==> config.mk <==
export PLATFORM = sky130hd
export DESIGN_NAME = ps2_keyboard_host_init_fsm
export DESIGN_NICKNAME = d
export VERILOG_FILES = /design/src/sv/ps2kh_pkg.sv /design/src/sv/ps2_keyboard_host_init_fsm.sv /design/src/sv/ps2kh_in_reg.sv /design/src/sv/ps2kh_step.sv /design/src/sv/ps2kh_out_reg.sv
export SDC_FILE = /design/constraint.sdc
export NUM_CORES = 1
export LEC_CHECK = 0
export BUFFER_PORTS_ARGS = -buffer_cell sky130_fd_sc_hd__buf_2
export CAP_MARGIN = 25
export CORE_MARGIN = 5
export CORE_UTILIZATION = 63
export CTS_BUF_LIST = sky130_fd_sc_hd__clkbuf_4 sky130_fd_sc_hd__clkbuf_8
export DETAILED_ROUTE_END_ITERATION = 7
export PLACE_DENSITY = 0.95
export SETUP_SLACK_MARGIN = 0.05
export SYNTH_ARGS = -nofsm -noshare
export SYNTH_HDL_FRONTEND = slang
export SYNTH_SLANG_ARGS = --single-unit
==> constraint.sdc <==
create_clock -name i_clk -period 6.2 [get_ports i_clk]
set_clock_uncertainty 0.05 [all_clocks]
set_input_delay 1.24 -clock i_clk [delete_from_list [all_inputs] [get_ports i_clk]]
set_output_delay 1.24 -clock i_clk [all_outputs]
set_load 0.05 [all_outputs]
==> src/sv/ps2kh_pkg.sv <==
// shared types, codes and constants for the ps2 keyboard host bring-up controller
package ps2kh_pkg;

    // beat kinds on the input channel
    localparam logic [1:0] ACT_FRAME = 2'd0;
    localparam logic [1:0] ACT_TICK  = 2'd1;
    localparam logic [1:0] ACT_POLL  = 2'd2;

    // bytes seen on the wire
    localparam logic [7:0] B_BAT       = 8'hAA;
    localparam logic [7:0] B_ACK       = 8'hFA;
    localparam logic [7:0] B_RESEND    = 8'hFE;
    localparam logic [7:0] B_RESET     = 8'hFF;
    localparam logic [7:0] B_GETID     = 8'hF2;
    localparam logic [7:0] B_SETLEDS   = 8'hED;
    localparam logic [7:0] B_MAKEBREAK = 8'hF8;
    localparam logic [7:0] B_CONNECT   = 8'h54;

    localparam logic [15:0] ID_UNKNOWN = 16'hFFFF;

    // stall counter limits
    localparam logic [2:0] STALL_LIMIT         = 3'd2;
    localparam logic [2:0] STALL_MAX           = 3'd7;
    localparam logic [3:0] DEF_DETECT_ATTEMPTS = 4'd5;

    // controller phases, one-hot
    typedef enum logic [7:0] {
        PH_UNINIT   = 8'b0000_0001,
        PH_ACK      = 8'b0000_0010,
        PH_SELFTEST = 8'b0000_0100,
        PH_ID1      = 8'b0000_1000,
        PH_ID2      = 8'b0001_0000,
        PH_SETUP    = 8'b0010_0000,
        PH_LEDS     = 8'b0100_0000,
        PH_READY    = 8'b1000_0000
    } t_phase;

    // external phase codes
    localparam logic [2:0] PC_UNINIT   = 3'd0;
    localparam logic [2:0] PC_ACK      = 3'd1;
    localparam logic [2:0] PC_SELFTEST = 3'd2;
    localparam logic [2:0] PC_ID1      = 3'd3;
    localparam logic [2:0] PC_ID2      = 3'd4;
    localparam logic [2:0] PC_SETUP    = 3'd5;
    localparam logic [2:0] PC_LEDS     = 3'd6;
    localparam logic [2:0] PC_READY    = 3'd7;

    typedef struct packed {
        logic [1:0] action;
        logic [7:0] rx_data;
        logic       frame_start;
        logic       frame_parity;
        logic       clock_line_high;
        logic [2:0] host_lock_leds;
    } t_in_beat;

    typedef struct packed {
        logic        send_valid;
        logic [7:0]  send_byte;
        logic        scan_valid;
        logic [7:0]  scan_code;
        logic        restart_receiver;
        logic        ready_res;
        logic [15:0] kbd_id;
        logic [2:0]  phase;
    } t_result;

    function automatic logic [2:0] phase_code(input t_phase ph);
        logic [2:0] code;
        case (ph)
            PH_UNINIT:   code = PC_UNINIT;
            PH_ACK:      code = PC_ACK;
            PH_SELFTEST: code = PC_SELFTEST;
            PH_ID1:      code = PC_ID1;
            PH_ID2:      code = PC_ID2;
            PH_SETUP:    code = PC_SETUP;
            PH_LEDS:     code = PC_LEDS;
            PH_READY:    code = PC_READY;
            default:     code = PC_UNINIT;
        endcase
        return code;
    endfunction

endpackage

==> src/sv/ps2_keyboard_host_init_fsm.sv <==
// top level of the ps2 keyboard host bring-up controller
// Host-side bring-up controller for an AT/PS2 keyboard. Each input beat is a
// received frame, a detection tick carrying the clock-line level, or a
// lock-LED poll, and each beat yields exactly one result beat: a command byte
// to send (reset, get-id, set-leds, make/break-all, resend, LED bitmap), a
// forwarded scan code once initialised, a receiver-restart flag, the current
// phase and the assembled 16-bit keyboard id. Frames are checked for a zero
// start bit and odd parity. A beat is taken into an input register, then
// the phase logic and state update run combinationally from it into the
// output register, so a beat is accepted every cycle unless o_in_stall is
// high; the output register lets the next beat enter while a result still
// waits, and the input stalls only once both registers are full. The user
// must write i_cfg_wr_data (sets terminal_set3, make/break-all setup after
// the id) only while the block is idle; the block does not enforce this.
module ps2_keyboard_host_init_fsm
    import ps2kh_pkg::*;
#(
    parameter logic [3:0] DETECT_ATTEMPTS = DEF_DETECT_ATTEMPTS
)
(
    input  logic        i_clk,
    input  logic        i_rst_n,

    // configuration
    input  logic        i_cfg_wr_en,
    input  logic        i_cfg_wr_data,

    // input channel
    input  logic        i_in_valid,
    output logic        o_in_stall,
    input  logic [1:0]  i_action,
    input  logic [7:0]  i_rx_data,
    input  logic        i_frame_start,
    input  logic        i_frame_parity,
    input  logic        i_clock_line_high,
    input  logic [2:0]  i_host_lock_leds,

    // output channel
    output logic        o_out_valid,
    input  logic        i_out_stall,
    output logic        o_send_valid,
    output logic [7:0]  o_send_byte,
    output logic        o_scan_valid,
    output logic [7:0]  o_scan_code,
    output logic        o_restart_receiver,
    output logic        o_ready_res,
    output logic [15:0] o_kbd_id,
    output logic [2:0]  o_phase
);

    logic     r_terminal_set3;
    t_in_beat in_beat;
    t_in_beat stage_beat;
    logic     stage_valid;
    logic     can_load;
    logic     fire;
    t_result  step_result;
    t_result  out_result;

    // mode bit
    always_ff @(posedge i_clk) begin
        if (!i_rst_n) begin
            r_terminal_set3 <= 1'b0;
        end else if (i_cfg_wr_en) begin
            r_terminal_set3 <= i_cfg_wr_data;
        end
    end

    always_comb begin
        in_beat.action          = i_action;
        in_beat.rx_data         = i_rx_data;
        in_beat.frame_start     = i_frame_start;
        in_beat.frame_parity    = i_frame_parity;
        in_beat.clock_line_high = i_clock_line_high;
        in_beat.host_lock_leds  = i_host_lock_leds;
    end

    // staged beat is processed whenever the output register has room
    assign fire = stage_valid && can_load;

    ps2kh_in_reg u_in_reg (
        .i_clk     (i_clk),
        .i_rst_n   (i_rst_n),
        .i_valid   (i_in_valid),
        .i_beat    (in_beat),
        .i_advance (can_load),
        .o_stall   (o_in_stall),
        .o_valid   (stage_valid),
        .o_beat    (stage_beat)
    );

    ps2kh_step #(
        .DETECT_ATTEMPTS (DETECT_ATTEMPTS)
    ) u_step (
        .i_clk           (i_clk),
        .i_rst_n         (i_rst_n),
        .i_fire          (fire),
        .i_beat          (stage_beat),
        .i_terminal_set3 (r_terminal_set3),
        .o_result        (step_result)
    );

    ps2kh_out_reg u_out_reg (
        .i_clk      (i_clk),
        .i_rst_n    (i_rst_n),
        .i_load     (fire),
        .i_result   (step_result),
        .i_stall    (i_out_stall),
        .o_can_load (can_load),
        .o_valid    (o_out_valid),
        .o_result   (out_result)
    );

    assign o_send_valid       = out_result.send_valid;
    assign o_send_byte        = out_result.send_byte;
    assign o_scan_valid       = out_result.scan_valid;
    assign o_scan_code        = out_result.scan_code;
    assign o_restart_receiver = out_result.restart_receiver;
    assign o_ready_res        = out_result.ready_res;
    assign o_kbd_id           = out_result.kbd_id;
    assign o_phase            = out_result.phase;

    // scan codes are only forwarded while initialised
    a_scan_ready: assert property (@(posedge i_clk) disable iff (!i_rst_n)
        o_out_valid && o_scan_valid |-> o_ready_res && o_phase == PC_READY)
        else $error("scan code forwarded outside initialised phase");

    // a receiver restart always drops back to the uninitialised phase
    a_restart_uninit: assert property (@(posedge i_clk) disable iff (!i_rst_n)
        o_out_valid && o_restart_receiver |-> o_phase == PC_UNINIT && !o_scan_valid)
        else $error("receiver restart without return to uninit");

    // never a command and a scan code in the same beat
    a_send_xor_scan: assert property (@(posedge i_clk) disable iff (!i_rst_n)
        o_out_valid |-> !(o_send_valid && o_scan_valid))
        else $error("send and scan in one result beat");

    // a staged beat with room downstream shows up as a result next cycle
    a_stage_moves: assert property (@(posedge i_clk) disable iff (!i_rst_n)
        stage_valid && (!o_out_valid || !i_out_stall) |=> o_out_valid)
        else $error("staged beat lost");

endmodule

==> src/sv/ps2kh_in_reg.sv <==
// input register stage holding one accepted beat
module ps2kh_in_reg
    import ps2kh_pkg::*;
(
    input  logic     i_clk,
    input  logic     i_rst_n,
    input  logic     i_valid,
    input  t_in_beat i_beat,
    input  logic     i_advance,
    output logic     o_stall,
    output logic     o_valid,
    output t_in_beat o_beat
);

    logic     r_valid;
    logic     n_valid;
    t_in_beat r_beat;
    logic     take;

    assign o_stall = r_valid && !i_advance;
    assign take    = i_valid && !o_stall;
    assign n_valid = take || (r_valid && !i_advance);

    always_ff @(posedge i_clk) begin
        if (!i_rst_n) begin
            r_valid <= 1'b0;
        end else begin
            r_valid <= n_valid;
        end
    end

    always_ff @(posedge i_clk) begin
        if (take) begin
            r_beat <= i_beat;
        end
    end

    assign o_valid = r_valid;
    assign o_beat  = r_beat;

endmodule

==> src/sv/ps2kh_step.sv <==
// controller state and the per-beat next-state and result logic
module ps2kh_step
    import ps2kh_pkg::*;
#(
    parameter logic [3:0] DETECT_ATTEMPTS = DEF_DETECT_ATTEMPTS
)
(
    input  logic     i_clk,
    input  logic     i_rst_n,
    input  logic     i_fire,
    input  t_in_beat i_beat,
    input  logic     i_terminal_set3,
    output t_result  o_result
);

    t_phase      r_phase,   n_phase;
    logic [15:0] r_id,      n_id;
    logic [2:0]  r_leds,    n_leds;
    logic        r_retried, n_retried;
    logic [2:0]  r_stall,   n_stall;

    logic        snd_v, scn_v, rst;
    logic [7:0]  snd_b, scn_b;
    logic [2:0]  stall_inc;
    logic        bad_parity;
    logic [7:0]  d;

    assign d          = i_beat.rx_data;
    assign bad_parity = i_beat.frame_parity != ~(^d);
    assign stall_inc  = (r_stall == STALL_MAX) ? r_stall : r_stall + 3'd1;

    always_comb begin
        n_phase   = r_phase;
        n_id      = r_id;
        n_leds    = r_leds;
        n_retried = r_retried;
        n_stall   = r_stall;
        snd_v     = 1'b0;
        snd_b     = '0;
        scn_v     = 1'b0;
        scn_b     = '0;
        rst       = 1'b0;
        case (i_beat.action)
            ACT_FRAME: begin
                if (bad_parity) begin
                    // connect artifact also restarts bring-up
                    if (d == B_CONNECT && i_beat.frame_parity) begin
                        n_phase   = PH_UNINIT;
                        n_retried = 1'b0;
                        rst       = 1'b1;
                    end
                    snd_v = 1'b1;
                    snd_b = B_RESEND;
                end else if (i_beat.frame_start) begin
                    n_phase   = PH_UNINIT;
                    n_retried = 1'b0;
                    rst       = 1'b1;
                end else begin
                    case (r_phase)
                        PH_UNINIT: begin
                            n_retried = 1'b0;
                            n_id      = ID_UNKNOWN;
                            if (d == B_BAT) begin
                                n_leds  = '0;
                                n_phase = PH_ID1;
                            end else begin
                                n_phase = PH_ACK;
                                snd_v   = 1'b1;
                                snd_b   = B_RESET;
                            end
                        end
                        PH_ACK: begin
                            if (d == B_ACK) begin
                                n_phase = PH_SELFTEST;
                            end else begin
                                snd_v = 1'b1;
                                snd_b = B_RESET;
                            end
                        end
                        PH_SELFTEST: begin
                            if (d == B_BAT) begin
                                n_leds  = '0;
                                n_phase = PH_ID1;
                            end else begin
                                n_phase = PH_ACK;
                                snd_v   = 1'b1;
                                snd_b   = B_RESET;
                            end
                        end
                        PH_ID1: begin
                            if (d != B_ACK) begin
                                n_id    = {d, r_id[7:0]};
                                n_phase = PH_ID2;
                            end
                        end
                        PH_ID2: begin
                            n_id = {r_id[15:8], d};
                            if (i_terminal_set3) begin
                                snd_v   = 1'b1;
                                snd_b   = B_MAKEBREAK;
                                n_phase = PH_SETUP;
                            end else begin
                                n_phase = PH_READY;
                            end
                        end
                        PH_SETUP: begin
                            if (d != B_ACK) begin
                                n_id = ID_UNKNOWN;
                            end
                            n_phase = PH_READY;
                        end
                        PH_LEDS: begin
                            if (d == B_ACK && i_beat.host_lock_leds != r_leds) begin
                                n_leds = i_beat.host_lock_leds;
                                snd_v  = 1'b1;
                                snd_b  = {5'd0, i_beat.host_lock_leds};
                            end else begin
                                if (d != B_ACK) begin
                                    n_leds = i_beat.host_lock_leds;
                                end
                                n_phase = PH_READY;
                            end
                        end
                        default: begin
                            scn_v = 1'b1;
                            scn_b = d;
                        end
                    endcase
                end
            end
            ACT_TICK: begin
                if (r_phase != PH_READY) begin
                    if (i_beat.clock_line_high) begin
                        n_stall = stall_inc;
                        if (r_phase inside {PH_ID1, PH_ID2, PH_SETUP}) begin
                            if (stall_inc > STALL_LIMIT) begin
                                if (!r_retried) begin
                                    n_retried = 1'b1;
                                    n_phase   = PH_ID1;
                                    snd_v     = 1'b1;
                                    snd_b     = B_GETID;
                                end else begin
                                    n_id    = ID_UNKNOWN;
                                    n_phase = PH_READY;
                                end
                                n_stall = '0;
                            end
                        end else if (r_phase == PH_LEDS) begin
                            if (stall_inc > STALL_LIMIT) begin
                                n_phase = PH_READY;
                                n_stall = '0;
                            end
                        end else if ({1'b0, stall_inc} >= DETECT_ATTEMPTS) begin
                            n_phase = PH_ACK;
                            n_stall = '0;
                            snd_v   = 1'b1;
                            snd_b   = B_RESET;
                        end
                    end else if (r_phase == PH_UNINIT) begin
                        n_stall = '0;
                    end
                end
            end
            ACT_POLL: begin
                if (r_phase == PH_READY) begin
                    n_stall = '0;
                    if (i_beat.host_lock_leds != r_leds) begin
                        n_phase = PH_LEDS;
                        snd_v   = 1'b1;
                        snd_b   = B_SETLEDS;
                    end
                end
            end
            default: begin
            end
        endcase
    end

    always_ff @(posedge i_clk) begin
        if (!i_rst_n) begin
            r_phase   <= PH_UNINIT;
            r_id      <= ID_UNKNOWN;
            r_leds    <= '0;
            r_retried <= 1'b0;
            r_stall   <= '0;
        end else if (i_fire) begin
            r_phase   <= n_phase;
            r_id      <= n_id;
            r_leds    <= n_leds;
            r_retried <= n_retried;
            r_stall   <= n_stall;
        end
    end

    always_comb begin
        o_result.send_valid       = snd_v;
        o_result.send_byte        = snd_b;
        o_result.scan_valid       = scn_v;
        o_result.scan_code        = scn_b;
        o_result.restart_receiver = rst;
        o_result.ready_res        = n_phase == PH_READY;
        o_result.kbd_id           = n_id;
        o_result.phase            = phase_code(n_phase);
    end

endmodule

==> src/sv/ps2kh_out_reg.sv <==
// output register holding one result beat until it is taken
module ps2kh_out_reg
    import ps2kh_pkg::*;
(
    input  logic    i_clk,
    input  logic    i_rst_n,
    input  logic    i_load,
    input  t_result i_result,
    input  logic    i_stall,
    output logic    o_can_load,
    output logic    o_valid,
    output t_result o_result
);

    logic    r_valid;
    logic    n_valid;
    t_result r_result;

    assign o_can_load = !r_valid || !i_stall;
    assign n_valid    = i_load || (r_valid && i_stall);

    always_ff @(posedge i_clk) begin
        if (!i_rst_n) begin
            r_valid <= 1'b0;
        end else begin
            r_valid <= n_valid;
        end
    end

    always_ff @(posedge i_clk) begin
        if (i_load) begin
            r_result <= i_result;
        end
    end

    assign o_valid  = r_valid;
    assign o_result = r_result;

endmodule
* After elaboration in Yosys (flattened, before gate mapping)
Index checks and enable logic that the tools add are counted.
Cells by class: add/subtract/negate cells 1, magnitude comparators 2, equality and inequality tests 35, mux-type cells 93, bitwise gates (word level) 4, reductions and logical operators 26
Operators with widths (number):
- $mux W8 | 31
- $mux W16 | 9
- $pmux W16 S4 | 1
- $pmux W8 S3 | 2
- $pmux W8 S6 | 1
- $mux W3 | 13
- $eq A8 B8 Y1 const B | 4
- $pmux W16 S2 | 1
- $pmux W8 S4 | 1
- $mux W1 | 27
- $eq A8 B7 Y1 const B | 3
- $pmux W3 S7 | 1
- $eq A8 B2 Y1 const B | 2
- $eq A8 B3 Y1 const B | 2
- $eq A8 B4 Y1 const B | 2
- $eq A8 B5 Y1 const B | 2
- $eq A8 B6 Y1 const B | 2
- $ne A8 B8 Y1 const B | 2
- $pmux W3 S2 | 2
- $ne A2 B1 Y1 const B | 5
- $reduce_or A10 Y1 | 1
- $eq A8 B1 Y1 const B | 1
- $reduce_and A8 Y1 | 1
- $reduce_xor A8 Y1 | 1
- other kinds (29) | 44
Word-level totals: bits in registers 89, bits of input ports 22, output and inout bits 41, logic and storage cells 183

* Depth between registers and ports, before layout
Gate-level depths: netlist of run 1.
depth in word-level cells 11, gate-level depth with buffers 11, depth with buffers taken out 11

* By module
From an unflattened synthesis of run 1, not the netlist that was laid out.
Second synthesis, totals: cell total of the unflattened synthesis 502, area total of the unflattened synthesis 5168.7 um2
Modules (own cells, without submodules):
- ps2kh_step | times used 1, cells each 435, area an instance 3392.0 um2
- ps2kh_out_reg | times used 1, cells each 43, area an instance 1206.2 um2
- ps2kh_in_reg | times used 1, cells each 20, area an instance 528.0 um2
- ps2_keyboard_host_init_fsm | times used 1, cells each 4, area an instance 42.5 um2

* Least setup slack after synthesis of run 1
Ideal clock, no wire load.
kind input port to flip-flop, start point in i_out_stall, end point reg u_out_reg.r_result, in the netlist u_out_reg.o_result[0], enable pin, library setup time 0.416 ns, arrival time 2.774 ns, required time 5.734 ns, slack 2.961 ns, stages 4, path through nand2_1 -> nand2_1 -> clkinv_1 -> clkbuf_1
Between the ends: word-level cells in the longest chain between the ends 3
RTL lines:
- start, declared | RTL line ps2_keyboard_host_init_fsm.sv:40 | input logic i_out_stall,
- $logic_not A1 Y1 | RTL line ps2kh_out_reg.sv:19 | assign o_can_load = !r_valid || !i_stall;
- $logic_or A1 B1 Y1 | RTL line ps2kh_out_reg.sv:19
- $logic_and A1 B1 Y1 | RTL line ps2_keyboard_host_init_fsm.sv:79 | assign fire = stage_valid && can_load;
- via fire | RTL line ps2_keyboard_host_init_fsm.sv:56 | logic fire;
- end signal, assigned | RTL line ps2kh_out_reg.sv:32 | r_result <= i_result;
- end, declared | RTL line ps2kh_out_reg.sv:17 | t_result r_result;
The timed path passes the listed nets, and every way through them passes these cells. A chain may end at the register's enable or synchronous reset.

==> results of run 1 <==
==> critical path: cells and delay by family, from the launching register on <==
family                   cells  cell delay (ns)
AO/OA/AOI/OAI                4             0.78
XOR/XNOR                     2             0.74
AND/OR/NAND/NOR              2             0.55
flip-flops                   1             0.48
multiplexers                 1             0.46
adder cells (fa/ha/maj)      1             0.33
buffers and inverters        1             0.11
==> cell families after synthesis <==
group / Yosys count / share of synthesized area
simple gates: 230 / 0.234
xor+xnor: 13 / 0.0275
flops: 87 / 0.462
compound gates: 126 / 0.184
buf+inv: 49 / 0.0414
mux: 4 / 0.00814
fa+ha+maj: 17 / 0.0432
==> power breakdown <==
| group | internal, mW | switching [mW] | total (mW) |
|---|---|---|---|
| Clock | 0.235 | 0.210 | 0.446 |
| Combinational | 0.102 | 0.201 | 0.303 |
| Sequential | 0.649 | 0.0297 | 0.679 |
| Total | 0.987 | 0.441 | 1.43 |
==> metal layers <==
metal  global-route usage  vias to the layer above  routed length [um]
met1                0.360                     2097                5210
met2                0.435                      260                6280
met5                    0                        -                   0
met4               0.0767                        0                 264
met3               0.0586                       32                1240
li1                     -                     2013                   -
==> stage by stage <==
step / instances / utilization / setup slack [ns] / instance area (sq um)
floorplan: 526 / - / 2.96 / 4920
global placement: 664 / 0.683 / 2.74 / 5250
detailed placement: 665 / 0.686 / 2.64 / 5270
CTS: 681 / 0.715 / 2.61 / 5500
global route: 682 / 0.716 / 2.35 / 5500
finish: 682 / 0.716 / 2.54 / 5500
==> layout make-up <==
type                            count  area, sq um
Timing Repair Buffer               66          353
Clock buffer                       10          131
Inverter                           21         78.8
Clock inverter                      6         91.3
Sequential cell                    87         2270
Fill cell                         578         2180
Tap cell                          102          128
Multi-Input combinational cell    390         2450
==> flip-flops by register name, summed over array words and instances, names as in the netlist <==
register and flops:
u_step.r_retried 1, u_step.r_stall 3, u_in_reg.o_valid 1, u_out_reg.o_result 37
u_in_reg.o_beat 16, u_step.r_id 16, r_terminal_set3 1, u_step.r_phase 8
u_step.r_leds 3, u_out_reg.o_valid 1
==> worst paths after layout <==
check,start,end,slack [ns],cells past startpoint
setup / recovery,u_in_reg.o_beat[10]$_DFFE_PP_,u_out_reg.o_result[0]$_DFFE_PP_,2.54,11
hold reg to reg,u_step.r_id[12]$_SDFFE_PN1P_,u_step.r_id[12]$_SDFFE_PN1P_,0.43,2
setup reg to reg,u_in_reg.o_beat[10]$_DFFE_PP_,u_out_reg.o_result[0]$_DFFE_PP_,2.54,11
hold / removal,u_step.r_id[12]$_SDFFE_PN1P_,u_step.r_id[12]$_SDFFE_PN1P_,0.43,2
==> layout by cell type (no fill, tap or decap), types with 3 or more instances in the layout <==
| cell | n |
|---|---|
| o21bai_1 | 5 |
| inv_6 | 3 |
| clkbuf_8 | 9 |
| edfxtp_1 | 53 |
| inv_1 | 20 |
| dfxtp_1 | 34 |
| xnor2_1 | 8 |
| and3_1 | 4 |
| nand3_1 | 24 |
| nor2_1 | 57 |
| a31oi_1 | 5 |
| or2_2 | 3 |
| and2_1 | 7 |
| o21ai_0 | 21 |
| nor2b_1 | 8 |
| xor2_1 | 3 |
| mux2i_1 | 4 |
| a21oi_1 | 30 |
| and4_1 | 5 |
| or3_1 | 4 |
| nand2_1 | 63 |
| a211o_1 | 18 |
| ha_1 | 17 |
| a211oi_1 | 4 |
| a21o_1 | 3 |
| a221oi_1 | 6 |
| nor4_1 | 5 |
| or4b_1 | 3 |
| nor3_1 | 21 |
| o211ai_1 | 8 |
| buf_4 | 3 |
| nand2b_1 | 13 |
| buf_2 | 62 |
==> results.cfg, run 1 <==
[synth]
yosysWarnings = 0
synth_area_leaders = edfxtp_1 32%, dfxtp_1 14%, nand2_1 4.8%, nor2_1 4.3%, ha_1 4.3%
synthCells = 526
syn_area_sq_mm = 0.00492
seq_area_frac_synth = 0.462
syn_nets = 565
synth_top_area_frac = 0.323
ys.flop_type = edfxtp_1
yosys.cell_count.top_type = nand2_1
synth_edf_count = 53
synth_commonest_cells = 63 x nand2_1, 57 x nor2_1, 53 x edfxtp_1
ys_ff_latch = 87
syn_avg_cell_area_sq_um = 9.36
async_reset_ff_frac = 0
synth_cell_type_count = 65
yosysTopAreaCell = edfxtp_1

[setup_path]
path_common_cell = a21oi_1
critPathCaptureType = flop
cpPeakStageDelay_ns = 0.48
crit_fanout = 7
start_kind = flop
critPathArrivalTime_ns = 3.82
critPathKind = flop to flop
crit_chain = inv_1, ha_1, xnor3_1, xnor2_2, mux2i_1, nand2_1, o21ai_0, a221oi_1, nor4_1, a21oi_1, a21oi_1
slowest_stage = edfxtp_1
required_ns = 6.35

[placement]
io_buffers = 62
dp_hpwl_um = 9290
gp_congestion = 1.04

[timing]
fmax_mhz = 273
fin_crit_sh = 0.591
worst_pin_slew_ns = 1.07
slew_viol_final = 0
setup_viol = 0
rsz0062_at_grt = false
fin_crit_ns = 3.66
hold_slack_ns = 0.434
maxSlewHeadroom = 0.278
finalHoldViolCount = 0
finalSetupTns_ns = 0

[floorplan]
row_count = 32
dieWidth_um = 98.4
die_h_um = 98.4
io_pins = 63
dieArea_sq_mm = 0.00968
start_util = 0.640
core_sq_mm = 0.00769

[clock_network]
ctsHoldBuffers = 0
cts_resized = 0
htreeDepth = 3
postCtsSetupBuffers = 0
cts_sinks = 87
cts_buffers = 9
cts_tree = yes
clkTransAtPathRegs_ns = 0.08
clk_latency_ns = 0.36
cts_root_buf = clkbuf_8
clockBufferDepth = 2

[drt]
wl_per_cell_um = 19.1
ant_nets = 0
drt_iter0_markers = 548
avgViaCountPerCell = 6.45
firstDrtPassIters = 7
vias = 4402
wirelength_um = 13000
drc_errors = 0

[power]
p_leak_nw = 2.14
power_density_mw_per_mm2 = 259
finalPower_mw = 1.43
vdd_drop_max_v = 0.000163

[outcome]
status = complete, no violations

[global_route]
grtUsageTotal = 0.267
grt-ovfl-total = 0
grt_pass1_wl_um = 21000
grt_pass1_vias = 4214
grt_max_degree = 45
antenna_found_initial = 0

[cells_and_area]
nets = 614
syn_to_final_growth_pct = 11.8
diodes = 0
drive_gt1_frac = 0.174

[hold_path]
worstHoldPathType = flop to flop

[run]
maxCapViolCount = 0
No activity file was read; power rests on OpenSTA's default activity.
==> run 2, diff against run 1 <==
--- a/config.mk
+++ b/config.mk
@@ -8,10 +8,10 @@
 export BUFFER_PORTS_ARGS = -buffer_cell sky130_fd_sc_hd__buf_2
 export CAP_MARGIN = 25
 export CORE_MARGIN = 5
-export CORE_UTILIZATION = 63
+export CORE_UTILIZATION = 60
 export CTS_BUF_LIST = sky130_fd_sc_hd__clkbuf_4 sky130_fd_sc_hd__clkbuf_8
 export DETAILED_ROUTE_END_ITERATION = 7
-export PLACE_DENSITY = 0.95
+export PLACE_DENSITY = 0.91
 export SETUP_SLACK_MARGIN = 0.05
 export SYNTH_ARGS = -nofsm -noshare
 export SYNTH_HDL_FRONTEND = slang
==> constraint.sdc (replaced) <==
create_clock -name i_clk -period 3.4 [get_ports i_clk]
set_clock_uncertainty 0.05 [all_clocks]
set_input_delay 0.68 -clock i_clk [delete_from_list [all_inputs] [get_ports i_clk]]
set_output_delay 0.68 -clock i_clk [all_outputs]
set_load 0.05 [all_outputs]
==> results.cfg, run 2 (same netlist as run 1, synthesis figures left out) <==
[floorplan]
die_h_um = 101
row_count = 33
core_sq_mm = 0.00809
dieWidth_um = 101
start_util = 0.608
dieArea_sq_mm = 0.0101
io_pins = 63

[global_route]
grtUsageTotal = 0.265
grt-ovfl-total = 0
grt_pass1_vias = 4192
antenna_found_initial = 0
grt_pass1_wl_um = 20900
grt_max_degree = 31

[clock_network]
cts_root_buf = clkbuf_8
cts_buffers = 9
clockBufferDepth = 2
cts_sinks = 87
htreeDepth = 3
ctsHoldBuffers = 0
cts_tree = yes
clk_latency_ns = 0.37
clkTransAtPathRegs_ns = 0.09

[setup_path]
cpPeakStageDelay_ns = 0.50
crit_chain = or4_1, nor4_2, or4_4, buf_4, nand2_1, o41a_1, o22ai_1, nand3_1, a21oi_1
critPathKind = flop to flop
reg2reg_slack_ns = 0.19
slowest_stage = or4_1
crit_fanout = 13
critPathArrivalTime_ns = 3.38
r2r_cells = 9
rr_endpoint = u_out_reg.o_result[2]$_DFFE_PP_
required_ns = 3.57
critPathCaptureType = flop
start_kind = flop
timing.rr.start = u_step.r_phase[7]$_SDFFE_PN0P_

[cells_and_area]
syn_to_final_growth_pct = 16.8
nets = 642
mostFrequentLayoutCell = nand2_1
diodes = 0
mostFrequentLayoutCells = 63 x nand2_1, 62 x buf_2, 57 x nor2_1
final_core_util = 0.710
largest_reg_flops = 37
drive_gt1_frac = 0.215
fin_cells = 713

[power]
p_leak_nw = 2.28
finalPower_mw = 2.69
power_density_mw_per_mm2 = 467
vdd_drop_max_v = 0.000250

[drt]
wl_per_cell_um = 18.8
drc_errors = 0
avgViaCountPerCell = 6.30
firstDrtPassIters = 6
vias = 4493
drt_iter0_markers = 510
wirelength_um = 13400
ant_nets = 0

[placement]
dp_cells = 693
io_buffers = 62
dp_hpwl_um = 9930
gp_congestion = 0.989

[timing]
maxSlewHeadroom = 0.463
finalHoldViolCount = 0
setup_viol = 0
slew_viol_final = 0
finalSetupTns_ns = 0
rsz0062_at_grt = false
worst_pin_slew_ns = 0.804
fin_crit_sh = 0.944
fmax_mhz = 312
fin_crit_ns = 3.21

[hold_path]
worstHoldPathType = input port to flop
holdPathStages = 1
holdPathEnd = u_in_reg.o_beat[1]$_DFFE_PP_
hp-start = i_host_lock_leds[1]

[run]
maxCapViolCount = 0

[outcome]
status = complete, no violations
[run 2: cell count changes in the layout (fill, tap and decap cells not counted), sizes merged]
cell	before	now
buf	66	94
[run 2: stage by stage]
| step | setup WS, ns | hold slack, ns | cell area, sq um |
|---|---|---|---|
| after detailed placement | 0.121 | 0.413 | 5460 |
| after global routing | 0.0684 | 0.412 | 5750 |
| after global placement | 0.213 | 0.402 | 5460 |
| after floorplan | 0.327 | 0.390 | 4920 |
| final | 0.191 | 0.436 | 5750 |
| after CTS | 0.0897 | 0.427 | 5700 |
[run 2: routing by layer]
| metal | GRT usage | vias up | share of wire |
|---|---|---|---|
| li1 | - | 2076 | - |
| met3 | 0.0540 | 46 | 0.090 |
| met5 | 0 | - | 0 |
| met1 | 0.349 | 2107 | 0.41 |
| met4 | 0.0943 | 0 | 0.026 |
| met2 | 0.435 | 264 | 0.47 |
[run 2: worst max path at each step]
stage	startpoint	endpoint	slack, ns	depth (start not counted)
floorplan	u_in_reg.o_beat[10]$_DFFE_PP_	u_out_reg.o_result[1]$_DFFE_PP_	0.33	11
global placement	u_in_reg.o_beat[7]$_DFFE_PP_	u_out_reg.o_result[1]$_DFFE_PP_	0.21	11
detailed placement	u_in_reg.o_beat[7]$_DFFE_PP_	u_out_reg.o_result[1]$_DFFE_PP_	0.12	11
CTS	u_in_reg.o_beat[7]$_DFFE_PP_	u_out_reg.o_result[1]$_DFFE_PP_	0.09	11
global route	u_in_reg.o_beat[10]$_DFFE_PP_	u_out_reg.o_result[1]$_DFFE_PP_	0.07	11
finish	u_step.r_phase[7]$_SDFFE_PN0P_	u_out_reg.o_result[2]$_DFFE_PP_	0.19	9
[run 2: area by class of cell]
| type | count | area, sq um |
|---|---|---|
| clock buffer | 10 | 138 |
| fill | 639 | 2350 |
| sequential | 87 | 2270 |
| multi-input combinational | 390 | 2460 |
| inverter | 21 | 78.8 |
| tap | 105 | 131 |
| timing repair buffer | 94 | 563 |
| clock inverter | 6 | 97.6 |
[run 2: power breakdown]
part / switching, mW / leakage [nW] / total [mW] / internal [mW]
Sequential: 0.0426 / 0.776 / 1.23 / 1.18
Clock: 0.400 / 0.119 / 0.846 / 0.446
Combinational: 0.391 / 1.39 / 0.613 / 0.221
[run 2: repair_timing]
action                                  4_1_cts  5_1_grt
buffers inserted                              0        4
gates resized for setup                       0        4
endpoints found under the setup margin        0        4
[run 2: critical path: cells and delay by family, from the launching register on]
family | cells | cell delay [ns]
buffers and inverters | 1 | 0.19
and+or+nand+nor | 5 | 1.40
AOI/OAI and AO/OA | 3 | 0.97
DFF | 1 | 0.44
